## src/design/c2p_pkg.sv

```systemverilog
package c2p_pkg;

  localparam int CW = 64;
  localparam int ZW = 35;
  localparam int GUARD_BASE = 60;

  typedef logic signed [CW-1:0] crd_t;
  typedef logic signed [ZW-1:0] ang_t;

  typedef struct packed {
    logic valid;
    logic fix;
  } ctl_t;

  // atan(2^-i) * 2^30, truncated
  localparam logic [31:0] ATAN_TAB [32] = '{
    32'h3243F6A8, 32'h1DAC6705, 32'h0FADBAFC, 32'h07F56EA6,
    32'h03FEAB76, 32'h01FFD55B, 32'h00FFFAAA, 32'h007FFF55,
    32'h003FFFEA, 32'h001FFFFD, 32'h000FFFFF, 32'h0007FFFF,
    32'h0003FFFF, 32'h0001FFFF, 32'h0000FFFF, 32'h00007FFF,
    32'h00003FFF, 32'h00001FFF, 32'h00000FFF, 32'h000007FF,
    32'h000003FF, 32'h000001FF, 32'h000000FF, 32'h0000007F,
    32'h0000003F, 32'h0000001F, 32'h0000000F, 32'h00000008,
    32'h00000004, 32'h00000002, 32'h00000001, 32'h00000000
  };

  localparam ang_t PI_Z      = 35'sh0C90FDAA0;
  localparam ang_t HALF_PI_Z = 35'sh06487ED50;

  // 2^30-scaled angle down by sh bits, round half up
  function automatic ang_t z_round(input ang_t z, input int unsigned sh);
    ang_t h;
    h = ang_t'(1) <<< (sh - 1);
    return (z + h) >>> sh;
  endfunction

endpackage

```

## src/design/c2p_cell.sv

```systemverilog
module c2p_cell #(
  parameter int COORD_BITS = 16,
  parameter int ITERATIONS = 16,
  parameter int IDX        = 0
) (
  input  logic                      clk,
  input  logic                      rst_n,
  input  c2p_pkg::ctl_t             ctl_i,
  input  c2p_pkg::crd_t             cx_i,
  input  c2p_pkg::crd_t             cy_i,
  input  c2p_pkg::ang_t             z_i,
  input  logic [2*COORD_BITS-1:0]   rem_i,
  input  logic [2*COORD_BITS:0]     res_i,
  output logic                      ready_up,
  input  logic                      ready_dn,
  output c2p_pkg::ctl_t             ctl_o,
  output c2p_pkg::crd_t             cx_o,
  output c2p_pkg::crd_t             cy_o,
  output c2p_pkg::ang_t             z_o,
  output logic [2*COORD_BITS-1:0]   rem_o,
  output logic [2*COORD_BITS:0]     res_o
);
  import c2p_pkg::*;

  localparam int RW      = 2 * COORD_BITS;
  localparam int SW      = RW + 1;
  localparam bit DO_ROT  = (IDX < ITERATIONS);
  localparam bit DO_SQRT = (IDX < COORD_BITS);
  localparam int K       = IDX % 32;
  localparam int SH      = DO_SQRT ? (RW - 2 - 2 * IDX) : 0;
  localparam logic [SW-1:0] BIT    = SW'(1) << SH;
  localparam ang_t          ATAN_K = ang_t'(ATAN_TAB[K]);

  logic          valid_r, fix_r;
  crd_t          cx_r, cy_r, cx_nxt, cy_nxt;
  ang_t          z_r, z_nxt;
  logic [RW-1:0] rem_r, rem_nxt;
  logic [SW-1:0] res_r, res_nxt, t;

  always_comb begin
    cx_nxt  = cx_i;
    cy_nxt  = cy_i;
    z_nxt   = z_i;
    rem_nxt = rem_i;
    res_nxt = res_i;
    t       = res_i + BIT;
    if (DO_ROT) begin
      if (!cy_i[CW-1]) begin
        cx_nxt = cx_i + (cy_i >>> K);
        cy_nxt = cy_i - (cx_i >>> K);
        if (!ctl_i.fix) z_nxt = z_i + ATAN_K;
      end else begin
        cx_nxt = cx_i - (cy_i >>> K);
        cy_nxt = cy_i + (cx_i >>> K);
        if (!ctl_i.fix) z_nxt = z_i - ATAN_K;
      end
    end
    if (DO_SQRT) begin
      if ({1'b0, rem_i} >= t) begin
        rem_nxt = rem_i - t[RW-1:0];
        res_nxt = (res_i >> 1) + BIT;
      end else begin
        res_nxt = res_i >> 1;
      end
    end
  end

  assign ready_up = !valid_r || ready_dn;

  always_ff @(posedge clk) begin
    if (!rst_n) begin
      valid_r <= 1'b0;
    end else if (ready_up) begin
      valid_r <= ctl_i.valid;
    end
  end

  always_ff @(posedge clk) begin
    if (ready_up) begin
      fix_r <= ctl_i.fix;
      cx_r  <= cx_nxt;
      cy_r  <= cy_nxt;
      z_r   <= z_nxt;
      rem_r <= rem_nxt;
      res_r <= res_nxt;
    end
  end

  assign ctl_o = '{valid: valid_r, fix: fix_r};
  assign cx_o  = cx_r;
  assign cy_o  = cy_r;
  assign z_o   = z_r;
  assign rem_o = rem_r;
  assign res_o = res_r;

endmodule

```

## config.mk

```make
export PLATFORM = sky130hd
export DESIGN_NAME = c2p_cell
export DESIGN_NICKNAME = d
export VERILOG_FILES = /design/src/design/c2p_pkg.sv /design/src/design/c2p_cell.sv
export SDC_FILE = /design/constraint.sdc
export NUM_CORES = 1
export LEC_CHECK = 0
export ABC_AREA = 1
export BUFFER_PORTS_ARGS = -buffer_cell sky130_fd_sc_hd__buf_2
export CAP_MARGIN = 20
export CORE_ASPECT_RATIO = 0.5
export CORE_UTILIZATION = 58
export CTS_CLUSTER_SIZE = 28
export DETAILED_ROUTE_END_ITERATION = 6
export GPL_TIMING_DRIVEN = 0
export PLACE_DENSITY = 0.82
export SLEW_MARGIN = 30
export SYNTH_ARGS = -nofsm -noshare
export SYNTH_HDL_FRONTEND = slang
export SYNTH_SLANG_ARGS = --single-unit
```

## constraint.sdc

```tcl
create_clock -name clk -period 24.6 [get_ports clk]
set_input_delay 6.15 -clock clk [delete_from_list [all_inputs] [get_ports clk]]
set_output_delay 6.15 -clock clk [all_outputs]
set_load 0.01 [all_outputs]
```

=== Word-level counts from Yosys, hierarchy flattened ===
Index checks and enable logic that the tools add are counted.

* Flip-flop bits (word level): 230
* Latch bits: 0
* RAM bits: 0
* Bits in read-only memories: 0
* Input bits: 233
* Output and inout port bits: 231
* Word-level logic and storage cells: 26
* Memories: 0

* $add $sub $neg: 8
* Multiply operators: 0
* Div/mod/pow operators: 0
* $lt $le $gt $ge: 1
* Eq/ne operators: 0
* Shift operators: 0
* Muxes and demuxes: 7
* Bitwise gates (word level): 0
* Reduce and logical (&&, ||, !) cells: 2

{| class="wikitable"
|+ Operators with widths
! kind !! count
|-
| $mux W64 || 2
|-
| $sub A64 B64 Y64 || 2
|-
| $mux W35 || 3
|-
| $add A64 B64 Y64 || 1
|-
| $mux W32 || 2
|-
| $add A35 B31 Y35 const B || 1
|-
| $sub A35 B31 Y35 const B || 1
|-
| $add A32 B31 Y33 const B || 1
|-
| $add A33 B31 Y33 const B || 1
|-
| $ge A32 B33 Y1 || 1
|-
| $sub A32 B32 Y32 || 1
|-
| $logic_not A1 Y1 || 1
|-
| $logic_or A1 B1 Y1 || 1
|}

=== Depth between registers and ports, before layout ===
* Word-level depth: 3
* Depth in mapped cells: 19
* Mapped depth without buffers: 18

=== Least setup slack after synthesis ===
No wires, ideal clock.

* Path type: input to output
* Start point: input port ready_dn
* End point: output port ready_up
* Arrival: 11.050 ns
* Required time: 18.450 ns
* Slack: 7.400 ns
* Cell stages on the path: 2
* Cell sequence: inv_1 -> nand2_1

* Word-level cells in the longest chain between the ends: 1

{| class="wikitable"
|+ RTL lines
! what !! RTL line !! text
|-
| start: declaration || c2p_cell.sv:15 || <nowiki>input logic ready_dn,</nowiki>
|-
| $logic_or A1 B1 Y1 || c2p_cell.sv:68 || <nowiki>assign ready_up = !valid_r || ready_dn;</nowiki>
|-
| end: declaration || c2p_cell.sv:14 || <nowiki>output logic ready_up,</nowiki>
|}

Every way passes these cells.

=== Worst setup path in the final report ===
Ends and elaborated chain as after synthesis.

==> results.toml <==
[timing]
timing.final.crit_share_pct = 53.1
rsz0062_at_grt = "no"
setup_viol = 0
hold_viol_final = 0
whs_ps = 954
tns_ps = 0
slew_violations = 0
relSlewSlack_pct = 28.2
tightest_slew_ps = 1080
min_period_ps = 13050
fin_skew_ps = 8.80
timing.fmax_ghz = 0.0766

[synthesis]
ys.flop_type = "edfxtp_1"
async_reset_ff_share_pct = 0
ys_types = 55
yosys.area_share.adder_pct = 10.0
syn_area_per_cell_um2 = 5.99
synth-seq-cells = 229
syn_nets = 5308
yosys_warnings = 0
synth_area_leaders = "edfxtp_1 24%, nand2_1 22%, inv_1 12%"
synthXorXnorAreaFrac_pct = 2.69
synth_compound_area_share_pct = 10.4
syn_area_um2 = 29000
netlist_instances = 4845
synth_top_area_cell = "edfxtp_1"
synth_top_cell_area_share_pct = 23.6
synth_top_family_by_area = "simple AND/OR/NAND/NOR gates"
yosys.area_share.simple_pct = 38.5
synth-seq-area-share_pct = 23.7
synth_edf_count = 228
synthMuxAreaShare_pct = 0

[global_route]
grt_pass1_vias = 31400
globalRouteTotalUtil_pct = 44.3
antenna_found_initial = 10
overflow = 0
grt_max_degree = 58
grt_pass1_wl_um = 173000

[layout]
final_cells = 6005
finish.net_count = 5795
drive_gt1_share_pct = 12.8
syn2layout_area_growth_pct = 13.6
final_area_um2 = 32900
final_common_cell = "nand2_1"
final_cell_mix = "1725 x nand2_1, 940 x inv_1, 492 x buf_2"

[critical_path]
cpMostUsedCell = "buf_2"
regToRegSetupSlack_ps = 22830
slowest_stage = "nand2_4"
regToRegEndpoint = "cx_o[46]$_DFFE_PP_"
startpoint_type = "primary input"
cp.arrival_ps = 6900
path_class = "in -> out"
worstRegToRegCells = 3
cpPeakStageDelay_ps = 390
crit_path_end_kind = "primary output"
path_max_fanout = 32
cp.required_ps = 18450
r2r_start = "valid_r$_SDFFE_PN0P_"
crit_path_cell_trace = "buf_2 > inv_1 > nand2_4 > buf_2"

[detailed_routing]
avgViaCountPerCell = 5.75
drt_iter0_markers = 4617
detail_route.wirelength_um = 118000
post_drt_wl_per_cell_um = 19.7
antenna_left = 0
first_pass_iters = 7
route.detailed.drc = 8
vias = 34500

[clocking]
htreeDepth = 1
cts_buffers = 23
clk_latency_ps = 570
cts_tree = "built"
clk_pin_slew_ps = 70
cts.path.max_buffers = 3
clockRootBuffer = "clkbuf_16"
cts-resized-gates = 0
cts_hold_buf = 0
post_cts_buffers = 0
clkSinkCount = 229

[power_and_ir_drop]
netSwitchingPower_mw = 0.674
power_leakage_nw = 18.7
combPwrFrac_pct = 45.0
seqPwrFrac_pct = 32.8
p_per_area_nw_per_um2 = 48.0
p_sw_share_pct = 42.6
intPower_mw = 0.906
vdd_drop_max_v = 0.0000461
power_frac_clock_pct = 22.2

[outcome]
status = "finished, violations left"
violations = "DRC"

[min_path]
hold_path.class = "reg -> reg"
min-delay-start = "valid_r$_SDFFE_PN0P_"
worst_hold_path.endpoint = "valid_r$_SDFFE_PN0P_"
holdPathStages = 2

[floorplan]
pin_count = 464
die_x_um = 318
core-area_um2 = 48900
dieArea_um2 = 51000
initial_core_util_pct = 59.3
fp.dieH_um = 160
rows = 57

[place]
placed_area_um2 = 32200
place_congestion = 1.10
dp_hpwl_um = 98300
dp.cells = 5956
io_buffers = 458

[run]
timing.max_cap.violations = 0
==> logic make-up (layout without fill, tap and decap cells) <==
kind of cell	count (synthesis)	after routing
XOR/XNOR	89	89
AND/OR/NAND/NOR	2679	2679
AO/OA/AOI/OAI	548	548
other	0	9
buffers and inverters	1070	1572
flip-flops	229	229
adder cells (fa/ha/maj)	230	230
==> per-stage QoR <==
stage	power (mW)	utilization [%]	setup slack, ps
2_1_floorplan	0.953	-	7400
6_report	1.58	67.3	11550
5_1_grt	1.64	67.3	11520
4_1_cts	1.55	67.3	11540
3_3_place_gp	1.19	65.6	5130
3_5_place_dp	1.21	65.9	11550
==> worst max path at each step <==
| stage | endpoint | start | cells past startpoint | slack (ps) |
|---|---|---|---|---|
| 2_1_floorplan | ready_up | ready_dn | 2 | 7400 |
| 3_3_place_gp | ready_up | ready_dn | 4 | 5130 |
| 3_5_place_dp | ready_up | ready_dn | 4 | 11550 |
| 4_1_cts | ready_up | ready_dn | 4 | 11540 |
| 5_1_grt | ready_up | ready_dn | 4 | 11520 |
| 6_report | ready_up | ready_dn | 4 | 11550 |
==> sequential cells by signal (all words and copies together), names as in the netlist <==
| signal | flops |
|---|---|
| cy_o | 64 |
| cx_o | 63 |
| z_o | 35 |
| res_o | 33 |
| rem_o | 32 |
| fix_r | 1 |
| valid_r | 1 |
==> power groups by stage <==
stage	combinational, mW	sequential (mW)	clock, mW
detailed placement	0.680	0.526	0
floorplan	0.390	0.562	0
global route	0.760	0.522	0.362
CTS	0.683	0.517	0.351
finish	0.711	0.517	0.351
global placement	0.665	0.528	0
==> cells in the mapped netlist (all sizes together), types with 3 or more instances <==
| master | n |
|---|---|
| o31ai | 7 |
| o211ai | 3 |
| nand3 | 421 |
| clkbuf | 17 |
| nor4 | 7 |
| xnor2 | 8 |
| edfxtp | 228 |
| inv | 957 |
| fa | 4 |
| nand4 | 60 |
| nor2 | 387 |
| a21oi | 256 |
| nand3b | 7 |
| nand2 | 1745 |
| and2 | 4 |
| or2 | 3 |
| xor2 | 81 |
| o21a | 4 |
| a31oi | 8 |
| o22ai | 18 |
| ha | 226 |
| o21ai | 195 |
| a21o | 6 |
| buf | 93 |
| clkinv | 3 |
| a21boi | 8 |
| nor3 | 44 |
| o21bai | 38 |
==> layout make-up <==
cell class	instances	area [um^2]
Antenna cell	9	22.5
Buffer	110	682
Clock buffer	29	598
Clock inverter	11	96.3
Fill cell	4585	16000
Inverter	960	3600
Multi-Input combinational cell	3546	17900
Sequential cell	229	6870
Tap cell	649	812
Timing Repair Buffer	462	2390
==> worst max-delay path, delay by kind of cell <==
family,cells,cell delay [ps]
buffers and inverters,3,350
AND/OR/NAND/NOR,1,390
==> routing by layer <==
metal / vias to the layer above / routed length, um / global-route usage [%] / part of all wire (%)
met3: 519 / 15500 / 9.54 / 13
met2: 2428 / 50900 / 70.9 / 43
met5: - / 7 / 0.185 / 0.0059
met4: 2 / 8250 / 26.9 / 7.0
li1: 16100 / - / - / -
met1: 15500 / 43400 / 54.8 / 37
No activity file was read; power rests on OpenSTA's default activity.
