===== config.mk =====
export PLATFORM = sky130hd
export DESIGN_NAME = c2p_front_flat
export DESIGN_NICKNAME = d
export VERILOG_FILES = /design/src/design/c2p_pkg.sv /design/src/design/c2p_in_if.sv /design/src/design/c2p_front.sv /design/src/flat_wrapper.sv
export SDC_FILE = /design/constraint.sdc
export NUM_CORES = 1
export LEC_CHECK = 0
export ABC_CLOCK_PERIOD_IN_PS = 13100
export BUFFER_PORTS_ARGS = -buffer_cell sky130_fd_sc_hd__buf_2
export CORE_ASPECT_RATIO = 2
export CORE_UTILIZATION = 60
export CTS_CLUSTER_DIAMETER = 30
export DETAILED_ROUTE_END_ITERATION = 10
export PLACE_DENSITY = 0.9
export SETUP_SLACK_MARGIN = 0.05
export SLEW_MARGIN = 30
export SYNTH_ARGS = -nofsm -noshare
export SYNTH_HDL_FRONTEND = slang
export SYNTH_SLANG_ARGS = --single-unit
export TNS_END_PERCENT = 30

===== constraint.sdc =====
create_clock -name clk -period 13.1 [get_ports clk]
set_input_delay 0.655 -clock clk [delete_from_list [all_inputs] [get_ports clk]]
set_output_delay 0.655 -clock clk [all_outputs]
set_load 0.01 [all_outputs]

===== src/design/c2p_pkg.sv =====
package c2p_pkg;

  localparam int CW = 64;
  localparam int ZW = 35;
  localparam int GUARD_BASE = 60;

  typedef logic signed [CW-1:0] crd_t;
  typedef logic signed [ZW-1:0] ang_t;

  typedef struct packed {
    logic valid;
    logic fix;
  } ctl_t;

  // atan(2^-i) * 2^30, truncated
  localparam logic [31:0] ATAN_TAB [32] = '{
    32'h3243F6A8, 32'h1DAC6705, 32'h0FADBAFC, 32'h07F56EA6,
    32'h03FEAB76, 32'h01FFD55B, 32'h00FFFAAA, 32'h007FFF55,
    32'h003FFFEA, 32'h001FFFFD, 32'h000FFFFF, 32'h0007FFFF,
    32'h0003FFFF, 32'h0001FFFF, 32'h0000FFFF, 32'h00007FFF,
    32'h00003FFF, 32'h00001FFF, 32'h00000FFF, 32'h000007FF,
    32'h000003FF, 32'h000001FF, 32'h000000FF, 32'h0000007F,
    32'h0000003F, 32'h0000001F, 32'h0000000F, 32'h00000008,
    32'h00000004, 32'h00000002, 32'h00000001, 32'h00000000
  };

  localparam ang_t PI_Z      = 35'sh0C90FDAA0;
  localparam ang_t HALF_PI_Z = 35'sh06487ED50;

  // 2^30-scaled angle down by sh bits, round half up
  function automatic ang_t z_round(input ang_t z, input int unsigned sh);
    ang_t h;
    h = ang_t'(1) <<< (sh - 1);
    return (z + h) >>> sh;
  endfunction

endpackage


===== src/design/c2p_in_if.sv =====
interface c2p_in_if #(
  parameter int COORD_BITS = 16
) ();
  logic                         valid;
  logic                         ready;
  logic signed [COORD_BITS-1:0] coord_x;
  logic signed [COORD_BITS-1:0] coord_y;

  modport source (output valid, output coord_x, output coord_y, input ready);
  modport sink   (input valid, input coord_x, input coord_y, output ready);
endinterface


===== src/design/c2p_front.sv =====
module c2p_front #(
  parameter int COORD_BITS = 16
) (
  input  logic                      clk,
  input  logic                      rst_n,
  c2p_in_if.sink                    in_chan,
  input  logic                      ready_dn,
  output c2p_pkg::ctl_t             ctl_o,
  output c2p_pkg::crd_t             cx_o,
  output c2p_pkg::crd_t             cy_o,
  output c2p_pkg::ang_t             z_o,
  output logic [2*COORD_BITS-1:0]   rem_o,
  output logic [2*COORD_BITS:0]     res_o
);
  import c2p_pkg::*;

  localparam int W     = COORD_BITS;
  localparam int RW    = 2 * W;
  localparam int GUARD = GUARD_BASE - W;
  localparam int EXT   = CW - (W + 1) - GUARD;

  logic signed [W:0] xe, ye, v_cx, v_cy;
  logic              x_zero, y_zero, x_neg, y_neg;
  logic [W-1:0]      ux, uy;

  logic              va_r, vb_r;
  logic              rdy_a, rdy_b;
  logic              fixa_r, fixa_nxt, fixb_r;
  logic [RW-1:0]     sqx_r, sqy_r, sqx_nxt, sqy_nxt, sum_r;
  crd_t              cxa_r, cya_r, cxa_nxt, cya_nxt, cxb_r, cyb_r;
  ang_t              za_r, za_nxt, zb_r;

  assign xe     = (W + 1)'(in_chan.coord_x);
  assign ye     = (W + 1)'(in_chan.coord_y);
  assign x_zero = (in_chan.coord_x == '0);
  assign y_zero = (in_chan.coord_y == '0);
  assign x_neg  = in_chan.coord_x[W-1];
  assign y_neg  = in_chan.coord_y[W-1];
  assign ux     = x_neg ? W'(-xe) : W'(xe);
  assign uy     = y_neg ? W'(-ye) : W'(ye);

  assign sqx_nxt = RW'(ux) * RW'(ux);
  assign sqy_nxt = RW'(uy) * RW'(uy);

  // quadrant fold into the right half plane, axis points fix the angle here
  always_comb begin
    fixa_nxt = 1'b0;
    za_nxt   = '0;
    v_cx     = xe;
    v_cy     = ye;
    if (y_zero) begin
      fixa_nxt = 1'b1;
      za_nxt   = x_neg ? PI_Z : '0;
    end else if (x_zero) begin
      fixa_nxt = 1'b1;
      za_nxt   = y_neg ? -HALF_PI_Z : HALF_PI_Z;
    end else if (!x_neg) begin
      v_cx = xe;
      v_cy = ye;
    end else if (!y_neg) begin
      v_cx   = ye;
      v_cy   = -xe;
      za_nxt = HALF_PI_Z;
    end else begin
      v_cx   = -ye;
      v_cy   = xe;
      za_nxt = -HALF_PI_Z;
    end
  end

  assign cxa_nxt = {{EXT{v_cx[W]}}, v_cx, {GUARD{1'b0}}};
  assign cya_nxt = {{EXT{v_cy[W]}}, v_cy, {GUARD{1'b0}}};

  assign rdy_b         = !vb_r || ready_dn;
  assign rdy_a         = !va_r || rdy_b;
  assign in_chan.ready = rdy_a;

  always_ff @(posedge clk) begin
    if (!rst_n) begin
      va_r <= 1'b0;
      vb_r <= 1'b0;
    end else begin
      if (rdy_a) va_r <= in_chan.valid;
      if (rdy_b) vb_r <= va_r;
    end
  end

  always_ff @(posedge clk) begin
    if (rdy_a) begin
      fixa_r <= fixa_nxt;
      sqx_r  <= sqx_nxt;
      sqy_r  <= sqy_nxt;
      cxa_r  <= cxa_nxt;
      cya_r  <= cya_nxt;
      za_r   <= za_nxt;
    end
    if (rdy_b) begin
      fixb_r <= fixa_r;
      sum_r  <= sqx_r + sqy_r;
      cxb_r  <= cxa_r;
      cyb_r  <= cya_r;
      zb_r   <= za_r;
    end
  end

  assign ctl_o = '{valid: vb_r, fix: fixb_r};
  assign cx_o  = cxb_r;
  assign cy_o  = cyb_r;
  assign z_o   = zb_r;
  assign rem_o = sum_r;
  assign res_o = '0;

endmodule


===== src/flat_wrapper.sv =====
// flat-port wrapper written by rule: the top's interface ports become plain ports
module c2p_front_flat import c2p_pkg::*;
#(
  parameter int COORD_BITS = 16
)
  (clk, rst_n, ready_dn, ctl_o, cx_o, cy_o, z_o, rem_o, res_o, in_chan_valid, in_chan_coord_x, in_chan_coord_y, in_chan_ready);
  c2p_in_if #(.COORD_BITS(COORD_BITS)) in_chan_i ();
  input  logic clk;
  input  logic rst_n;
  input  logic ready_dn;
  output c2p_pkg::ctl_t ctl_o;
  output c2p_pkg::crd_t cx_o;
  output c2p_pkg::crd_t cy_o;
  output c2p_pkg::ang_t z_o;
  output logic [2*COORD_BITS-1:0] rem_o;
  output logic [2*COORD_BITS:0] res_o;
  input wire logic [$bits(in_chan_i.valid)-1:0] in_chan_valid;
  input wire logic [$bits(in_chan_i.coord_x)-1:0] in_chan_coord_x;
  input wire logic [$bits(in_chan_i.coord_y)-1:0] in_chan_coord_y;
  output wire logic [$bits(in_chan_i.ready)-1:0] in_chan_ready;
  assign in_chan_i.valid = in_chan_valid;
  assign in_chan_i.coord_x = in_chan_coord_x;
  assign in_chan_i.coord_y = in_chan_coord_y;
  assign in_chan_ready = in_chan_i.ready;
  c2p_front #(.COORD_BITS(COORD_BITS)) u_core (.clk(clk), .rst_n(rst_n), .in_chan(in_chan_i), .ready_dn(ready_dn), .ctl_o(ctl_o), .cx_o(cx_o), .cy_o(cy_o), .z_o(z_o), .rem_o(rem_o), .res_o(res_o));
endmodule

== Yosys cells after proc, flatten, opt, wreduce, memory -nomap -nowiden ==
Index checks and enable logic that the tools add are counted.

* Register bits: 238
* Input port bits: 36
* Output and inout port bits: 231
* Logic and storage cells: 40

* Add/subtract/negate cells: 3
* $mul: 2
* Multiplexer cells: 16
* Reductions and logical operators: 6

{| class="wikitable"
|+ Operators by type and width
! cell !! number
|-
| two-way mux 35 bit || 4
|-
| two-way mux 17 bit || 8
|-
| multiplier 16 x 16 -> 32 bit || 2
|-
| negation 16 -> 17 bit || 2
|-
| adder 32 bit || 1
|-
| logical NOT 16 bit || 2
|-
| two-way mux 16 bit || 2
|-
| two-way mux 32 bit || 1
|-
| logical NOT 1 bit || 2
|-
| logical OR 1 bit || 2
|-
| two-way mux 1 bit || 1
|}

== Logic depth before layout (Yosys ltp) ==
* Depth in word-level cells: 5
* Depth in mapped cells: 34
* Mapped depth without buffers: 31

== Worst setup path before layout ==
Ideal clock, no wire load.

* Kind: in2reg
* Start: input in_chan_coord_x[0]
* End: register u_core.sqx_r[31] (data pin)
* Library setup time: 0.265 ns
* Data arrival time: 7.856 ns
* Slack: 4.979 ns
* Stages on the path: 31
* Buffers on the path: 4
* Cells stage by stage: buf_6 > inv_1 > clkbuf_1 > ha_1 > nor3b_1 > nand3_1 > or2_2 > o31ai_2 > xor2_1 > buf_2 > nor2_1 > inv_1 > fa_1 > fa_1 > inv_1 > fa_1 > fa_1 > fa_1 > inv_1 > fa_1 > inv_1 > ha_1 > clkbuf_1 > a21o_1 > a21oi_1 > o21ai_0 > a31o_2 > a21oi_1 > o21ai_1 > a221oi_1 > xnor2_1

* Cells in the longest elaborated chain, start to end: 3

{| class="wikitable"
|+ Ends and longest elaborated chain
! item !! RTL line !! text
|-
| from (decl) || flat_wrapper.sv:18 || <nowiki>input wire logic [$bits(in_chan_i.coord_x)-1:0] in_chan_coord_x;</nowiki>
|-
| negation 16 -> 17 bit || c2p_front.sv:39 || <nowiki>assign ux = x_neg ? W'(-xe) : W'(xe);</nowiki>
|-
| two-way mux 16 bit (*) || c2p_front.sv:39 ||
|-
| multiplier 16 x 16 -> 32 bit (*) || c2p_front.sv:42 || <nowiki>assign sqx_nxt = RW'(ux) * RW'(ux);</nowiki>
|-
| named net u_core.sqx_nxt[31] || c2p_front.sv:29 || <nowiki>logic [RW-1:0] sqx_r, sqy_r, sqx_nxt, sqy_nxt, sum_r;</nowiki>
|-
| to (signal assigned) || c2p_front.sv:91 || <nowiki>sqx_r <= sqx_nxt;</nowiki>
|-
| to (decl) || c2p_front.sv:29 ||
|}

Mark *: on every way through the listed nets, which the timed path passes. The rest lies on a longest branch.
A chain may end at the register's enable or synchronous reset.

== Final worst setup path ==
* Start: input in_chan_coord_x[0]
* End: register u_core.sqx_r[27] (data pin)

The elaborated chain is that of the path after synthesis.

==> impl_metrics.tcl <==
set metrics [dict create \
    seq_area_frac_synth_pct 22.6 \
    finalHoldViolCount 0 \
    cts-resized-gates 0 \
    nFillCells 2997 \
    dieHeight_um 281 \
    die_w_um 141 \
    clock_latency_ns 0.48 \
    slew-limit-headroom_pct 25.3 \
    cts_buffer_depth 2 \
    synth_top_area_share_pct 28.0 \
    postLayoutCellArea_um2 24600 \
    dpl_cell_area_um2 23900 \
    path_max_fanout 14 \
    skew_ns 0.0162 \
    cpMaxStageDelayCell "clkinv_1" \
    antenna_found_initial 7 \
    synthesis.area_um2 23300 \
    fin_nets 3069 \
    dpl.hpwl_mm 53.0 \
    io-pin-count 267 \
    finalSetupViolCount 0 \
    grt_max_degree 73 \
    num_rows 101 \
    period_minus_slack_ns 9.01 \
    drv_slew 0 \
    synthArstFlopShare_pct 0 \
    crit_family "adder cells" \
    path_class "input pin to flip-flop" \
    crit_buf_inv 7 \
    cts-hold-fix-buffers 0 \
    htreeDepth 4 \
    gr-total-overflow 0 \
    post_cts_buffers 0 \
    final_common_cell "inv_1" \
    critPathLaunchType "input pin" \
    io_buffers 141 \
    final_util_pct 64.5 \
    synth-main-ff-cell "edfxtp_1" \
    cts_tree "yes" \
    die_area_um2 39700 \
    cp_data_required_time_ns 13.34 \
    totalWireLength_mm 64.7 \
    synth_edf_count 174 \
    fin_setup_tns_ns 0 \
    fin_cells 3011 \
    cts.sinks 176 \
    crit_path_frequent_cell "fa_1" \
    placed_cells 2977 \
    place_congestion 1.03 \
    drc 0 \
    first_pass_iters 8 \
    synth_cell_type_count 77 \
    core_um2 38200 \
    yosysTopAreaCell "fa_1" \
    routedWlPerCell_um 21.5 \
    clkTransAtPathRegs_ns 0.08 \
    hold_path.class "input pin to flip-flop" \
    grt.total_usage_pct 34.1 \
    period_share_pct 68.8 \
    start_util_pct 61.2 \
    cts_buffers 17 \
    ant_nets 0 \
    initialDrtViolationCount 1176 \
    netlist_instances 2381 \
    clock-root-buffer "clkbuf_16" \
    worstSetupEndpointType "flip-flop" \
    arrival_ns 9.25 \
    synth_area_per_cell_um2 9.80 \
    slowest_delay_ns 0.62 \
    synth.area.top_cells "fa_1 28%, edfxtp_1 22%, ha_1 12%, inv_1 7.3%, buf_4 5.1%" \
    layout-drive-gt1-share_pct 9.22 \
    ys_ff_latch 176 \
    grt_pass1_wl_mm 98.5 \
    synth_warnings 0 \
    worst_pin_slew_ns 1.12 \
    status "completed" \
    syn_to_final_growth_pct 5.46 \
    vias 17200 \
    maxCapViolCount 0 \
    fmax_mhz 111 \
    final_cell_mix "455 x inv_1, 327 x fa_1, 225 x ha_1, 223 x nand2_1, 174 x edfxtp_1" \
    grt_pass1_vias 18400 \
    rsz0062_at_grt "false" \
    vias_per_cell 5.73 \
]
==> cell type report <==
cell class | instances | area, µm² | share of cell area, %
Antenna cell | 2 | 5.00 | 0.0203
Clock buffer | 17 | 425 | 1.73
Clock inverter | 15 | 216 | 0.879
Inverter | 471 | 1770 | 7.19
Multi-Input combinational cell | 1654 | 15400 | 62.7
Sequential cell | 176 | 5270 | 21.4
Tap cell | 515 | 644 | 2.62
Timing Repair Buffer | 161 | 860 | 3.49
==> kinds of logic after synthesis <==
family	Yosys count	synth area share, %
buffers and inverters	685	13.7
adder cells (fa/ha/maj)	552	40.1
AND/OR/NAND/NOR	526	9.95
AO/OA/AOI/OAI	300	8.19
flip-flops	176	22.6
XOR/XNOR	138	5.37
other	2	0.0322
multiplexers	2	0.0858
==> cell usage after synthesis (10+ instances only) <==
library cell and count:
o21ai_0 74, edfxtp_1 174, buf_4 159, nor2b_1 15
a211oi_1 10, fa_1 327, a21o_1 47, nand2_1 224
ha_1 225, nand2b_1 11, nor2_1 162, a21oi_1 87
xor2_1 43, xnor2_1 92, nor3_1 22, nand3_1 25
clkbuf_1 43, inv_1 456, o21a_1 11, and2_1 18
==> flip-flops by register name, summed over array words and instances (netlist names) <==
name / cells
u_core.va_r: 1
u_core.vb_r: 1
u_core.fixa_r: 1
u_core.cx_o: 17
u_core.sqy_r: 31
u_core.cy_o: 17
u_core.cxa_r: 17
u_core.fixb_r: 1
u_core.cya_r: 17
u_core.za_r: 5
u_core.z_o: 5
u_core.rem_o: 32
u_core.sqx_r: 31
==> layer usage <==
metal / up-vias / wire length (µm) / GRT usage (%)
li1: 7478 / - / -
met1: 8438 / 19600 / 32.5
met2: 974 / 34400 / 62.3
met3: 340 / 4370 / 5.64
met4: 10 / 6320 / 29.7
met5: - / 54 / 0
==> per-stage QoR <==
stage                     hold WS, ns  setup WS (ns)
after floorplan                 0.400           4.98
after global placement          0.400           3.83
after detailed placement        0.405           3.60
after CTS                       0.399           4.06
after global routing            0.407           3.62
final                           0.406           4.09
==> worst reg2reg max path, stage by stage (launching register included) <==
cell,delay [ns]
edfxtp_1,0.42
ha_1,0.31
a21o_1,0.10
a21oi_1,0.13
o21ai_0,0.44
a31oi_1,0.17
a211oi_1,0.51
o21ai_0,0.43
o311ai_0,0.45
xnor2_1,0.21
==> worst paths after layout <==
| kind | start | end | slack, ns | depth (start not counted) |
|---|---|---|---|---|
| max | in_chan_coord_x[0] | u_core.sqx_r[27]$_DFFE_PP_ | 4.09 | 28 |
| min | rst_n | u_core.vb_r$_SDFFE_PN0P_ | 0.41 | 2 |
| max reg2reg | u_core.sqy_r[3]$_DFFE_PP_ | u_core.rem_o[31]$_DFFE_PP_ | 9.64 | 9 |
| min reg2reg | u_core.cya_r[47]$_DFFE_PP_ | u_core.cy_o[47]$_DFFE_PP_ | 0.42 | 0 |
Power is not shown: default switching activity piles up to over one toggle a cycle in this logic, so the estimate is an artifact.
