`src/design/c2p_pkg.sv`:
```
package c2p_pkg;

  localparam int CW = 64;
  localparam int ZW = 35;
  localparam int GUARD_BASE = 60;

  typedef logic signed [CW-1:0] crd_t;
  typedef logic signed [ZW-1:0] ang_t;

  typedef struct packed {
    logic valid;
    logic fix;
  } ctl_t;

  // atan(2^-i) * 2^30, truncated
  localparam logic [31:0] ATAN_TAB [32] = '{
    32'h3243F6A8, 32'h1DAC6705, 32'h0FADBAFC, 32'h07F56EA6,
    32'h03FEAB76, 32'h01FFD55B, 32'h00FFFAAA, 32'h007FFF55,
    32'h003FFFEA, 32'h001FFFFD, 32'h000FFFFF, 32'h0007FFFF,
    32'h0003FFFF, 32'h0001FFFF, 32'h0000FFFF, 32'h00007FFF,
    32'h00003FFF, 32'h00001FFF, 32'h00000FFF, 32'h000007FF,
    32'h000003FF, 32'h000001FF, 32'h000000FF, 32'h0000007F,
    32'h0000003F, 32'h0000001F, 32'h0000000F, 32'h00000008,
    32'h00000004, 32'h00000002, 32'h00000001, 32'h00000000
  };

  localparam ang_t PI_Z      = 35'sh0C90FDAA0;
  localparam ang_t HALF_PI_Z = 35'sh06487ED50;

  // 2^30-scaled angle down by sh bits, round half up
  function automatic ang_t z_round(input ang_t z, input int unsigned sh);
    ang_t h;
    h = ang_t'(1) <<< (sh - 1);
    return (z + h) >>> sh;
  endfunction

endpackage

```
`src/design/c2p_out_if.sv`:
```
interface c2p_out_if #(
  parameter int COORD_BITS = 16
) ();
  logic                         valid;
  logic                         ready;
  logic        [COORD_BITS-1:0] magnitude;
  logic signed [COORD_BITS-1:0] angle;

  modport source (output valid, output magnitude, output angle, input ready);
  modport sink   (input valid, input magnitude, input angle, output ready);
endinterface

```
`src/design/c2p_back.sv`:
```
module c2p_back #(
  parameter int COORD_BITS = 16
) (
  input  logic                      clk,
  input  logic                      rst_n,
  input  c2p_pkg::ctl_t             ctl_i,
  input  c2p_pkg::ang_t             z_i,
  input  logic [2*COORD_BITS-1:0]   rem_i,
  input  logic [2*COORD_BITS:0]     res_i,
  output logic                      ready_up,
  c2p_out_if.source                 out_chan
);
  import c2p_pkg::*;

  localparam int   W   = COORD_BITS;
  localparam int   SH  = 33 - W;
  localparam ang_t LIM = z_round(PI_Z, SH);

  ang_t         a;
  logic         valid_r;
  logic [W-1:0] mag_r, mag_nxt, ang_r, ang_nxt;

  always_comb begin
    a = z_round(z_i, SH);
    if (a > LIM) begin
      a = LIM;
    end else if (a < -LIM) begin
      a = -LIM;
    end
  end

  assign ang_nxt = a[W-1:0];
  assign mag_nxt = W'(res_i) + W'({1'b0, rem_i} > res_i);

  assign ready_up = !valid_r || out_chan.ready;

  always_ff @(posedge clk) begin
    if (!rst_n) begin
      valid_r <= 1'b0;
    end else if (ready_up) begin
      valid_r <= ctl_i.valid;
    end
  end

  always_ff @(posedge clk) begin
    if (ready_up) begin
      mag_r <= mag_nxt;
      ang_r <= ang_nxt;
    end
  end

  assign out_chan.valid     = valid_r;
  assign out_chan.magnitude = mag_r;
  assign out_chan.angle     = ang_r;

endmodule

```
`src/flat_wrapper.sv`:
```
// flat-port wrapper written by rule: the top's interface ports become plain ports
module c2p_back_flat import c2p_pkg::*;
#(
  parameter int COORD_BITS = 16
)
  (clk, rst_n, ctl_i, z_i, rem_i, res_i, ready_up, out_chan_valid, out_chan_magnitude, out_chan_angle, out_chan_ready);
  c2p_out_if #(.COORD_BITS(COORD_BITS)) out_chan_i ();
  input  logic clk;
  input  logic rst_n;
  input  c2p_pkg::ctl_t ctl_i;
  input  c2p_pkg::ang_t z_i;
  input  logic [2*COORD_BITS-1:0] rem_i;
  input  logic [2*COORD_BITS:0] res_i;
  output logic ready_up;
  output wire logic [$bits(out_chan_i.valid)-1:0] out_chan_valid;
  output wire logic [$bits(out_chan_i.magnitude)-1:0] out_chan_magnitude;
  output wire logic [$bits(out_chan_i.angle)-1:0] out_chan_angle;
  input wire logic [$bits(out_chan_i.ready)-1:0] out_chan_ready;
  assign out_chan_valid = out_chan_i.valid;
  assign out_chan_magnitude = out_chan_i.magnitude;
  assign out_chan_angle = out_chan_i.angle;
  assign out_chan_i.ready = out_chan_ready;
  c2p_back #(.COORD_BITS(COORD_BITS)) u_core (.clk(clk), .rst_n(rst_n), .ctl_i(ctl_i), .z_i(z_i), .rem_i(rem_i), .res_i(res_i), .ready_up(ready_up), .out_chan(out_chan_i));
endmodule
```
`config.mk`:
```
export PLATFORM = sky130hd
export DESIGN_NAME = c2p_back_flat
export DESIGN_NICKNAME = d
export VERILOG_FILES = /design/src/design/c2p_pkg.sv /design/src/design/c2p_out_if.sv /design/src/design/c2p_back.sv /design/src/flat_wrapper.sv
export SDC_FILE = /design/constraint.sdc
export NUM_CORES = 1
export LEC_CHECK = 0
export BUFFER_PORTS_ARGS = -buffer_cell sky130_fd_sc_hd__buf_2
export CAP_MARGIN = 20
export CELL_PAD_IN_SITES_DETAIL_PLACEMENT = 0
export CELL_PAD_IN_SITES_GLOBAL_PLACEMENT = 1
export CORE_AREA = 2 2 95 97
export CTS_CLUSTER_SIZE = 16
export DETAILED_ROUTE_END_ITERATION = 10
export DIE_AREA = 0 0 97 99
export PLACE_DENSITY = 0.93
export SYNTH_ARGS = -nofsm -noshare
export SYNTH_HDL_FRONTEND = slang
export SYNTH_SLANG_ARGS = --single-unit
```
`constraint.sdc`:
```
create_clock -name clk -period 7.6 [get_ports clk]
set_clock_uncertainty 0.1 [all_clocks]
set_input_delay 0 -clock clk [delete_from_list [all_inputs] [get_ports clk]]
set_output_delay 0 -clock clk [all_outputs]
set_load 0.01 [all_outputs]
```
== Word level (Yosys, flattened, before mapping) ==
Cells that the tools add are included.

* Add/subtract/negate cells: 2
* $lt $le $gt $ge: 3
* Muxes and demuxes: 1
* Reductions and logical operators: 3

{| class="wikitable"
|+ Operator list
! kind !! number
|-
| $add 35x18->35 const B || 1
|-
| $gt 32x33->1 || 1
|-
| $gt 18x16->1 const B || 1
|-
| $lt 18x16->1 const B || 1
|-
| $add 16x1->16 || 1
|-
| $mux 16 || 1
|-
| $reduce_or 2->1 || 1
|-
| $logic_not 1->1 || 1
|-
| $logic_or 1x1->1 || 1
|}

* Register bits after elaboration: 33
* Input bits: 105
* Output and inout port bits: 34
* Word-level logic and storage cells: 13

== Depth between registers and ports, before layout ==
Gate-level depths: netlist of run 1.

* Word-level depth: 3
* Gate-level depth with buffers: 15
* Depth with buffers taken out: 15

== Worst setup path after synthesis of run 1 ==
OpenSTA, ideal clock, no wires.

* Kind: input to register
* From: in res_i[26]
* To: reg u_core.mag_r[10] (netlist: u_core.out_chan.magnitude[10]) (data pin)
* Library setup time: 0.258 ns
* Arrival time: 2.212 ns
* Data required time: 7.242 ns
* Slack: 5.031 ns
* Cell stages on the path: 15
* Buffers on the path: 0
* Path through: inv_1 -> ha_1 -> a21o_1 -> a21o_1 -> a21oi_1 -> o21ai_0 -> o31ai_1 -> mux2_2 -> a31oi_1 -> ha_1 -> ha_1 -> nand2_1 -> nor4_1 -> nand2_1 -> xnor2_1

* Word-level cells in the longest chain between the ends: 2

{| class="wikitable"
|+ Ends and longest elaborated chain
! what !! RTL line !! RTL
|-
| start, declared || flat_wrapper.sv:13 || <nowiki>input logic [2*COORD_BITS:0] res_i;</nowiki>
|-
| $gt 32x33->1 || c2p_back.sv:33 || <nowiki>assign mag_nxt = W'(res_i) + W'({1'b0, rem_i} > res_i);</nowiki>
|-
| $add 16x1->16 || c2p_back.sv:33 ||
|-
| via u_core.mag_nxt[10] || c2p_back.sv:21 || <nowiki>logic [W-1:0] mag_r, mag_nxt, ang_r, ang_nxt;</nowiki>
|-
| end signal, assigned || c2p_back.sv:47 || <nowiki>mag_r <= mag_nxt;</nowiki>
|-
| end, declared || c2p_back.sv:21 ||
|}

The timed path passes the listed nets, and every way through them passes these cells.
A chain may end at the register's enable or synchronous reset.

== Worst setup path in the final report of run 1 ==
* From: in res_i[10]
* To: reg u_core.mag_r[10] (netlist: u_core.out_chan.magnitude[10]) (data pin)

* Word-level cells in the longest chain between the ends: 2

{| class="wikitable"
|+ Ends and longest elaborated chain
! what !! RTL line
|-
| $gt 32x33->1 || c2p_back.sv:33
|-
| $add 16x1->16 * || c2p_back.sv:33
|-
| via u_core.mag_nxt[10] || c2p_back.sv:21
|}

The timed path passes the listed nets; every way through them passes the cells marked *.

==> metrics.yaml, run 1 <==
timing:
  setup_violations: 0
  fin_ws_ns: 3.39
  worstMarginPinSlew_ns: 0.729
  rsz0062_at_grt: "false"
  relSlewSlack: 0.510
  fin_worst_hold_slack_ns: 0.0227
  finalCriticalPeriod_ns: 4.21
  finalHoldViolCount: 0
  post-route-period-util: 0.554
  fmax_mhz: 238
  setup_tns_ns: 0
  report.final.slew_viol_count: 0
synthesis:
  synth_most_common_cell: "inv_1"
  synth_area_leaders: "edfxtp_1 (31%), ha_1 (14%), xnor2_1 (6.3%)"
  yosys.area_share.simple: 0.214
  ys.flop_type: "edfxtp_1"
  synth.distinct_cells: 57
  synth_edf_count: 32
  yosysTopAreaCell: "edfxtp_1"
  async_flop_share: 0
  synth_top_family_by_area: "simple AND/OR/NAND/NOR gates"
  yosysWarnings: 0
  syn_area_sq_mm: 0.00308
  synth_compound_area_frac: 0.157
  syn-num-nets: 470
  synthTopCellsByCount: "inv_1 (37), ha_1 (35), edfxtp_1 (32)"
  muxShareOfSynthArea: 0.00732
  synth_top_area_frac: 0.312
  synth_area_per_cell_sq_um: 9.32
  synth_fa_ha_area_frac: 0.142
  synth_seq_cells: 33
  synth-xor-area-share: 0.0883
  yosysSeqAreaShare: 0.319
  netlist_instances: 330
die:
  coreArea_sq_mm: 0.00855
  dieHeight_um: 99
  row_count: 34
  boundaryPins: 139
  dieArea_sq_mm: 0.00960
  initial_utilization: 0.360
  die_x_um: 97
global_routing:
  grt_pass1_wl_um: 12900
  antenna_found_initial: 0
  grt_max_degree: 35
  grt_pass1_vias: 2886
  overflow: 0
  grt_usage: 0.162
cts:
  cts_sinks: 33
  cts_max_level: 2
  clk_latency_ns: 0.28
  cts_tree: "done"
  cts_made_buffers: 5
  cts_resized: 0
  clock_tree.buffer_depth: 2
  root_buffer: "clkbuf_8"
  clk_pin_slew_ns: 0.07
setup_path:
  r2r_setup_slack_ns: 5.90
  crit_fanout: 4
  reg2reg_to: "u_core.out_chan.valid"
  r2r-start: "u_core.out_chan.valid"
  start_kind: "input pin"
  worstPathArrival_ns: 4.14
  reg2regPathDepth: 4
  required_ns: 7.53
  path_class: "input pin to flop"
  critPathCaptureType: "flop"
drt:
  drt-initial-drc-count: 122
  drcViolationCount: 0
  via_per_inst: 5.13
  routedWlPerCell_um: 13.7
  ant_nets: 0
  vias: 2952
  drt_pass1_iterations: 4
  routed_wl_um: 7920
min_path:
  whs_path_depth: 3
  hp-start: "res_i[9]"
  hold_end: "u_core.out_chan.magnitude[11]"
  min-delay-path-class: "input pin to flop"
placement:
  port_buffers: 121
  hpwlAfterDp_um: 6420
  place_ws_ns: 4.21
  gp_congestion: 0.862
  dpl-instance-area_sq_mm: 0.00375
cells_and_area:
  n_antenna_cell: 0
  syn_to_final_growth_pct: 32.4
  nets: 607
  nFillCells: 841
  drive_gt1_frac: 0.314
  fin_area_sq_mm: 0.00407
power_and_ir_drop:
  peakVddDrop_v: 0.000101
  p_leak_nw: 1.95
  pwr_density_cell_mw_per_mm2: 140
job:
  drv_cap: 0
run_status:
  status: "complete, no violations"
-- registers in the layout, indices dropped and copies added (netlist names) --
name / cells
u_core.out_chan.magnitude: 16
u_core.out_chan.angle: 16
u_core.out_chan.valid: 1
-- cells in the final DEF, fill, tap and decap left out, types with 4 or more instances in the layout --
master and count:
buf_2 121, inv_1 37, ha_1 35, edfxtp_1 32, xnor2_1 22, a21oi_1 20, dlygate4sd3_1 19, a21o_1 17
nand2_1 15, nand3_1 14, nor2_1 14, nand4_1 12, o21ai_0 11, xor2_1 9, nor3_1 7, and3_1 6
clkbuf_8 5, nor4_1 4, nor2b_1 4, a31oi_1 4, and2_1 4
-- power by group --
group          internal (W)  switching, W
combinational     0.0000687     0.0000786
clock              0.000130     0.0000688
sequential         0.000218    0.00000414
total              0.000417      0.000152
-- cell families (layout without fill, tap and decap cells) --
family / count (synthesis) / after routing
AOI/OAI and AO/OA: 73 / 73
xor gates and xnor gates: 31 / 31
muxes: 2 / 2
buffers and inverters: 49 / 187
and+or+nand+nor: 107 / 107
DFF: 33 / 33
adders and majority gates: 35 / 35
-- worst max-delay path by stage --
stage / from / to / slack, ns / depth (start not counted)
global route: res_i[10] / u_core.out_chan.magnitude[10] / 3.11 / 18
finish: res_i[10] / u_core.out_chan.magnitude[10] / 3.39 / 18
CTS: res_i[10] / u_core.out_chan.magnitude[10] / 3.42 / 18
detailed placement: res_i[10] / u_core.out_chan.magnitude[10] / 4.21 / 16
global placement: res_i[10] / u_core.out_chan.magnitude[10] / 4.31 / 16
floorplan: res_i[26] / u_core.out_chan.magnitude[10] / 5.03 / 15
-- metal layers --
metal  track usage  wire, um  vias to the layer above
li1              -         -                     1484
met2         0.274      3740                      116
met1         0.217      3510                     1346
met3        0.0348       599                        6
met4        0.0282        67                        0
met5             0         0                        -
-- layout make-up --
class	count	area (sq um)	area share
clock inverters	3	65.1	0.0160
clock buffers	5	68.8	0.0169
multi-input cells	248	1880	0.461
inverters	38	143	0.0350
flip-flops and latches	33	981	0.241
well taps	108	135	0.0332
repair buffers	141	803	0.197
-- timing repair --
action,4_1_cts,5_1_grt
setup buffers,0,0
hold buffers,19,0
endpoints found under the hold margin,17,0
-- critical path, cell delays in order --
cell	delay (ns)
dlygate4sd3_1	0.52
buf_2	0.14
inv_1	0.06
ha_1	0.29
a21o_1	0.11
a21o_1	0.10
a21oi_1	0.06
o211ai_1	0.24
o21a_1	0.16
o21ai_0	0.08
a31oi_1	0.26
ha_1	0.27
ha_1	0.30
nand2_1	0.13
nor4_1	0.58
nand2_1	0.15
xnor2_1	0.15
dlygate4sd3_1	0.55
-- through the flow --
step | utilization | instances | power [W]
3_5_place_dp | 0.438 | 549 | 0.000366
2_1_floorplan | - | 330 | 0.000308
3_3_place_gp | 0.438 | 549 | 0.000362
5_1_grt | 0.476 | 576 | 0.000604
4_1_cts | 0.476 | 576 | 0.000577
6_report | 0.476 | 576 | 0.000568
Note: power is estimated with default switching activity, not from simulation.
==> run 2: changes to the inputs <==
--- a/config.mk
+++ b/config.mk
@@ -9,11 +9,11 @@
 export CAP_MARGIN = 20
 export CELL_PAD_IN_SITES_DETAIL_PLACEMENT = 0
 export CELL_PAD_IN_SITES_GLOBAL_PLACEMENT = 1
-export CORE_AREA = 2 2 95 97
+export CORE_AREA = 2 2 103 105
 export CTS_CLUSTER_SIZE = 16
 export DETAILED_ROUTE_END_ITERATION = 10
-export DIE_AREA = 0 0 97 99
-export PLACE_DENSITY = 0.93
+export DIE_AREA = 0 0 105 107
+export PLACE_DENSITY = 0.85
 export SYNTH_ARGS = -nofsm -noshare
 export SYNTH_HDL_FRONTEND = slang
 export SYNTH_SLANG_ARGS = --single-unit
==> constraint.sdc (replaced) <==
create_clock -name clk -period 3.81 [get_ports clk]
set_clock_uncertainty 0.1 [all_clocks]
set_input_delay 0 -clock clk [delete_from_list [all_inputs] [get_ports clk]]
set_output_delay 0 -clock clk [all_outputs]
set_load 0.01 [all_outputs]
==> run 2 against run 1 <==
Effect of this change:
- die area increased by 17%
- critical path depth is 1 lower
- register-to-register slack got worse by 3.8 ns
- critical endpoint unchanged
- routed wire length rose by 5.6%
==> metrics.yaml, run 2 (synthesis results as in run 1) <==
placement:
  gp_congestion: 0.921  # +6.8%
  port_buffers: 121  # unchanged
  hpwlAfterDp_um: 6780  # +5.6%
setup_path:
  path_common_cell: "ha_1"
  required_ns: 3.76  # -3.77 ns
  cpPeakStageDelay_ns: 0.53  # -0.05 ns
  critPathCaptureType: "flop"
  path_class: "input pin to flop"
  critPathSlowestCell: "dlygate4sd3_1"
  path_buf_inv: 3  # -1
  cp_cell_sequence: "dlygate4sd3_1 > buf_2 > inv_1 > ha_1 > a21o_1 > a21o_1 > a21oi_1 > o211ai_1 > o21a_1 > o21ai_0 > a31oi_1 > ha_1 > ha_1 > nand2_1 > nor4_2 > nand2_1 > xnor2_1"
  crit_family: "compound AO/OA/AOI/OAI gates"
  start_kind: "input pin"
  worstPathArrival_ns: 3.24  # -0.90 ns
  crit_fanout: 4  # unchanged
die:
  row_count: 37  # +8.8%
  dieArea_sq_mm: 0.0112  # +17%
  dieHeight_um: 107  # +8.1%
  boundaryPins: 139  # unchanged
  coreArea_sq_mm: 0.0101  # +18%
  die_x_um: 105  # +8.2%
  initial_utilization: 0.305  # -0.0549
cells_and_area:
  syn_to_final_growth_pct: 32.2
  drive_gt1_frac: 0.316  # +0.00214
  layout_common_cells: "buf_2 (121), inv_1 (37), ha_1 (35), edfxtp_1 (32), xnor2_1 (22)"
  nets: 607  # unchanged
  n_antenna_cell: 0  # unchanged
  final_common_cell: "buf_2"
run_status:
  status: "complete, no violations"
cts:
  cts_max_level: 2  # unchanged
  clock_tree.buffer_depth: 2  # unchanged
  postCtsSetupBuffers: 0  # unchanged
  cts_tree: "done"
  clk_pin_slew_ns: 0.07  # about the same
  clk_latency_ns: 0.28  # about the same
  root_buffer: "clkbuf_8"
  cts_sinks: 33  # unchanged
  cts_made_buffers: 5  # unchanged
global_routing:
  grt_usage: 0.147  # -0.0151
  grt_pass1_wl_um: 13400  # +3.7%
  grt_pass1_vias: 2851  # -1.2%
  grt_max_degree: 35  # unchanged
  antenna_found_initial: 0  # unchanged
  overflow: 0  # unchanged
timing:
  report.final.slew_viol_count: 0  # unchanged
  setup_tns_ns: 0  # unchanged
  rsz0062_at_grt: "false"
  finalCriticalPeriod_ns: 3.29
  fmax_mhz: 304
  post-route-period-util: 0.863
  relSlewSlack: 0.684  # +0.174
  worstMarginPinSlew_ns: 0.470  # -0.258 ns
  finalHoldViolCount: 0  # unchanged
  fin_worst_hold_slack_ns: 0.0988  # +0.0761 ns
  setup_violations: 0  # unchanged
drt:
  drt_pass1_iterations: 4  # unchanged
  routed_wl_um: 8360  # +5.6%
  vias: 2945  # -0.24%
  drt-initial-drc-count: 138  # +13%
  routedWlPerCell_um: 13.8  # +0.68%
  via_per_inst: 4.88  # -4.9%
  drcViolationCount: 0  # unchanged
  ant_nets: 0  # unchanged
power_and_ir_drop:
  p_leak_nw: 1.93  # -1.2%
  pwr_density_cell_mw_per_mm2: 246  # +76%
  peakVddDrop_v: 0.000119  # +18%
job:
  drv_cap: 0  # unchanged
min_path:
  min-delay-path-class: "input pin to flop"
run 2: cell count changes in the layout (fill, tap and decap cells not counted):
cell        previous run  this run
nor4_2                 1         2
clkinvlp_4             0         1
nor4_1                 4         3
clkinv_2               1         2
bufinv_16              2         0
run 2: final timing paths:
path / cells after the start / slack [ns] / end / from
worst max-delay path: 17 / 0.52 / u_core.out_chan.magnitude[10] / res_i[10]
worst min-delay path: 4 / 0.1 / u_core.out_chan.angle[15] / z_i[32]
worst max register to register: 4 / 2.07 / u_core.out_chan.valid / u_core.out_chan.valid
worst min register to register: 2 / 0.77 / u_core.out_chan.magnitude[11] / u_core.out_chan.valid
run 2: per-stage QoR:
step	instances	instance area [sq um]	total power [W]	worst slack [ns]	utilization
2_1_floorplan	330	3080	0.000614	1.24	-
3_3_place_gp	577	3780	0.000723	0.574	0.375
3_5_place_dp	577	3780	0.000732	0.524	0.375
4_1_cts	604	4060	0.00101	0.306	0.402
5_1_grt	604	4070	0.00106	0.131	0.403
6_report	604	4070	0.00100	0.521	0.403
run 2: timing repair:
| action | in CTS | in global routing |
|---|---|---|
| hold buffers | 19 | 0 |
| endpoints found under the hold margin | 17 | 0 |
| endpoints found under the setup margin | 0 | 3 |
| resized for setup | 0 | 1 |
run 2: metal layers:
metal,vias up,part of all wire,GRT usage
met4,0,0.013,0.0362
met5,-,0,0
met3,9,0.055,0.0316
li1,1486,-,-
met2,92,0.48,0.246
met1,1358,0.45,0.193
run 2: final cells by class:
cell class                 count  area, sq um
clock buffer                   5         68.8
tap                          136          170
inverter                      38          143
multi-input combinational    248         1880
sequential                    33          981
fill                        1055         6030
clock inverter                 3         17.5
timing repair buffer         141          803
run 2: worst min-delay path, cell delays in order:
cell and delay [ns]:
buf_2 0.13, nand4_1 0.08, xor2_1 0.11, inv_1 0.06
run 2: power breakdown:
group | switching, W | internal [W] | leakage (nW) | total, W
clock | 0.000135 | 0.000126 | 0.0439 | 0.000261
sequential | 0.00000781 | 0.000434 | 0.342 | 0.000442
combinational | 0.000161 | 0.000137 | 1.54 | 0.000298
total | 0.000303 | 0.000697 | 1.93 | 0.00100
==> run 3: changes to the inputs <==
--- a/config.mk
+++ b/config.mk
@@ -9,11 +9,11 @@
 export CAP_MARGIN = 20
 export CELL_PAD_IN_SITES_DETAIL_PLACEMENT = 0
 export CELL_PAD_IN_SITES_GLOBAL_PLACEMENT = 1
-export CORE_AREA = 2 2 103 105
+export CORE_AREA = 2 2 95 97
 export CTS_CLUSTER_SIZE = 16
 export DETAILED_ROUTE_END_ITERATION = 10
-export DIE_AREA = 0 0 105 107
-export PLACE_DENSITY = 0.85
+export DIE_AREA = 0 0 97 99
+export PLACE_DENSITY = 0.93
 export SYNTH_ARGS = -nofsm -noshare
 export SYNTH_HDL_FRONTEND = slang
 export SYNTH_SLANG_ARGS = --single-unit
==> constraint.sdc (replaced) <==
create_clock -name clk -period 3.9 [get_ports clk]
set_clock_uncertainty 0.1 [all_clocks]
set_input_delay 0 -clock clk [delete_from_list [all_inputs] [get_ports clk]]
set_output_delay 0 -clock clk [all_outputs]
set_load 0.01 [all_outputs]
==> run 3 against run 2 <==
Effect of this change:
- worst setup slack worse by 0.18 ns
- non-clock buffer count shrank 1
- critical path depth stayed put
- power down 2.3%
- sequential share of layout area up 0.33 points
- via count increased by 0.65%
- cell count decreased by 4.8%
- flip-flop and latch count is the same
- sequential power decreased by 2%
- cell area shrank 1.4%
==> metrics.yaml, run 3 (synthesis results as in run 1) <==
placement:
  dpl-instance-area_sq_mm: 0.00375  # -0.93%
  port_buffers: 121  # unchanged
  hpwlAfterDp_um: 6430  # -5.1%
  gp_congestion: 0.883  # -4.1%
  place_ws_ns: 0.589  # +0.0652 ns
drt:
  routed_wl_um: 8010  # -4.2%
  drcViolationCount: 0  # unchanged
  vias: 2964  # +0.65%
  via_per_inst: 5.15  # +5.7%
  drt_pass1_iterations: 4  # unchanged
  routedWlPerCell_um: 13.9  # +0.67%
  ant_nets: 0  # unchanged
  drt-initial-drc-count: 141  # +2.2%
cells_and_area:
  layout_common_cells: "buf_2 (121), inv_1 (37), ha_1 (35), edfxtp_1 (32), xnor2_1 (22)"
  fin_util: 0.469  # +0.0662
  nets: 606  # -0.16%
  final_common_cell: "buf_2"
  n_antenna_cell: 0  # unchanged
  drive_gt1_frac: 0.313  # -0.00361
  fin_area_sq_mm: 0.00401  # -1.4%
  multiInputGateArea_sq_mm: 0.00188  # -0.33%
  syn_to_final_growth_pct: 30.4
  regArea_sq_um: 981  # unchanged
  nFillCells: 872  # -17%
global_routing:
  antenna_found_initial: 0  # unchanged
  grt_pass1_vias: 2929  # +2.7%
  overflow: 0  # unchanged
  grt_max_degree: 35  # unchanged
  grt_pass1_wl_um: 13200  # -1.6%
  grt_usage: 0.166  # +0.0186
die:
  dieHeight_um: 99  # -7.5%
  coreArea_sq_mm: 0.00855  # -15%
  initial_utilization: 0.360  # +0.0549
  row_count: 34  # -8.1%
  die_x_um: 97  # -7.6%
  dieArea_sq_mm: 0.00960  # -15%
  boundaryPins: 139  # unchanged
timing:
  fin_ws_ns: 0.338  # -0.183 ns
  rsz0062_at_grt: "false"
  post-route-period-util: 0.913
  fmax_mhz: 281
  finalCriticalPeriod_ns: 3.56
  worstMarginPinSlew_ns: 0.594  # +0.124 ns
  finalHoldViolCount: 0  # unchanged
  setup_tns_ns: 0  # unchanged
  report.final.slew_viol_count: 0  # unchanged
  relSlewSlack: 0.600  # -0.0839
  setup_violations: 0  # unchanged
cts:
  clk_latency_ns: 0.28  # about the same
  cts_made_buffers: 5  # unchanged
  clock_tree.buffer_depth: 2  # unchanged
  postCtsSetupBuffers: 0  # unchanged
  cts_sinks: 33  # unchanged
  cts_tree: "done"
  clk_pin_slew_ns: 0.07  # about the same
  cts_max_level: 2  # unchanged
  root_buffer: "clkbuf_8"
min_path:
  min-delay-path-class: "input pin to flop"
setup_path:
  worstPathArrival_ns: 3.50  # +0.26 ns
  required_ns: 3.84  # +0.08 ns
  path_class: "input pin to flop"
  critPathCaptureType: "flop"
  crit_fanout: 4  # unchanged
  r2r_setup_slack_ns: 2.19  # +0.12 ns
  start_kind: "input pin"
job:
  drv_cap: 0  # unchanged
power_and_ir_drop:
  p_leak_nw: 1.92  # -0.18%
  peakVddDrop_v: 0.000116  # -2.4%
  fin_total_pwr_w: 0.000978  # -2.3%
  pwr_density_cell_mw_per_mm2: 244  # -0.94%
run_status:
  status: "complete, no violations"
==> run 3: cell count changes in the layout (fill, tap and decap cells not counted) <==
| cell | before | now |
|---|---|---|
| nor4_2 | 2 | 1 |
| dlygate4sd3_1 | 19 | 18 |
| clkbuf_1 | 0 | 1 |
| nor4_1 | 3 | 4 |
| clkinvlp_4 | 1 | 0 |
==> run 3: power by group <==
group	leakage, nW	switching, W	total [W]	internal [W]
Clock	0.0450	0.000134	0.000258	0.000124
Sequential	0.342	0.00000807	0.000432	0.000424
Combinational	1.54	0.000155	0.000287	0.000133
Total	1.92	0.000297	0.000978	0.000681
==> run 3: per-layer routing <==
layer	up-vias	track usage	share of wire
li1	1479	-	-
met1	1399	0.226	0.46
met2	78	0.271	0.48
met3	8	0.0369	0.053
met4	0	0.0358	0.0095
met5	-	0	0
==> run 3: repair_timing <==
item,4_1_cts,5_1_grt
gates resized for setup,0,0
hold endpoints to repair,17,0
hold buffers,18,0
==> run 3: worst paths after layout <==
check | depth (start not counted) | start | to
worst max-delay path | 17 | res_i[10] | u_core.out_chan.magnitude[14]
worst min-delay path | 3 | res_i[9] | u_core.out_chan.magnitude[10]
worst max register to register | 4 | u_core.out_chan.valid | u_core.out_chan.valid
worst min register to register | 2 | u_core.out_chan.valid | u_core.out_chan.angle[15]
==> run 3: stage by stage <==
stage / cells / hold WS (ns)
after detailed placement: 549 / 0.183
after floorplan: 330 / 0.0388
final: 575 / 0.0202
after global placement: 549 / 0.162
after CTS: 575 / 0.0162
after global routing: 575 / 0.0142
==> run 3: layout make-up <==
class	instances	area share
Clock buffer	6	0.0181
Clock inverter	2	0.00250
Timing Repair Buffer	140	0.198
Multi-Input combinational cell	248	0.468
Tap cell	108	0.0337
Sequential cell	33	0.245
Inverter	38	0.0356
==> run 3: worst max-delay path, stage by stage <==
cell and delay [ns]:
dlygate4sd3_1 0.52, buf_2 0.14, inv_1 0.06, ha_1 0.29, a21o_1 0.11, a21o_1 0.10, a21oi_1 0.06, o211ai_1 0.24
o21a_1 0.16, o21ai_0 0.08, a31oi_1 0.25, ha_1 0.27, ha_1 0.31, nand2_1 0.13, nor4_1 0.48, nand2_1 0.16
xnor2_1 0.15
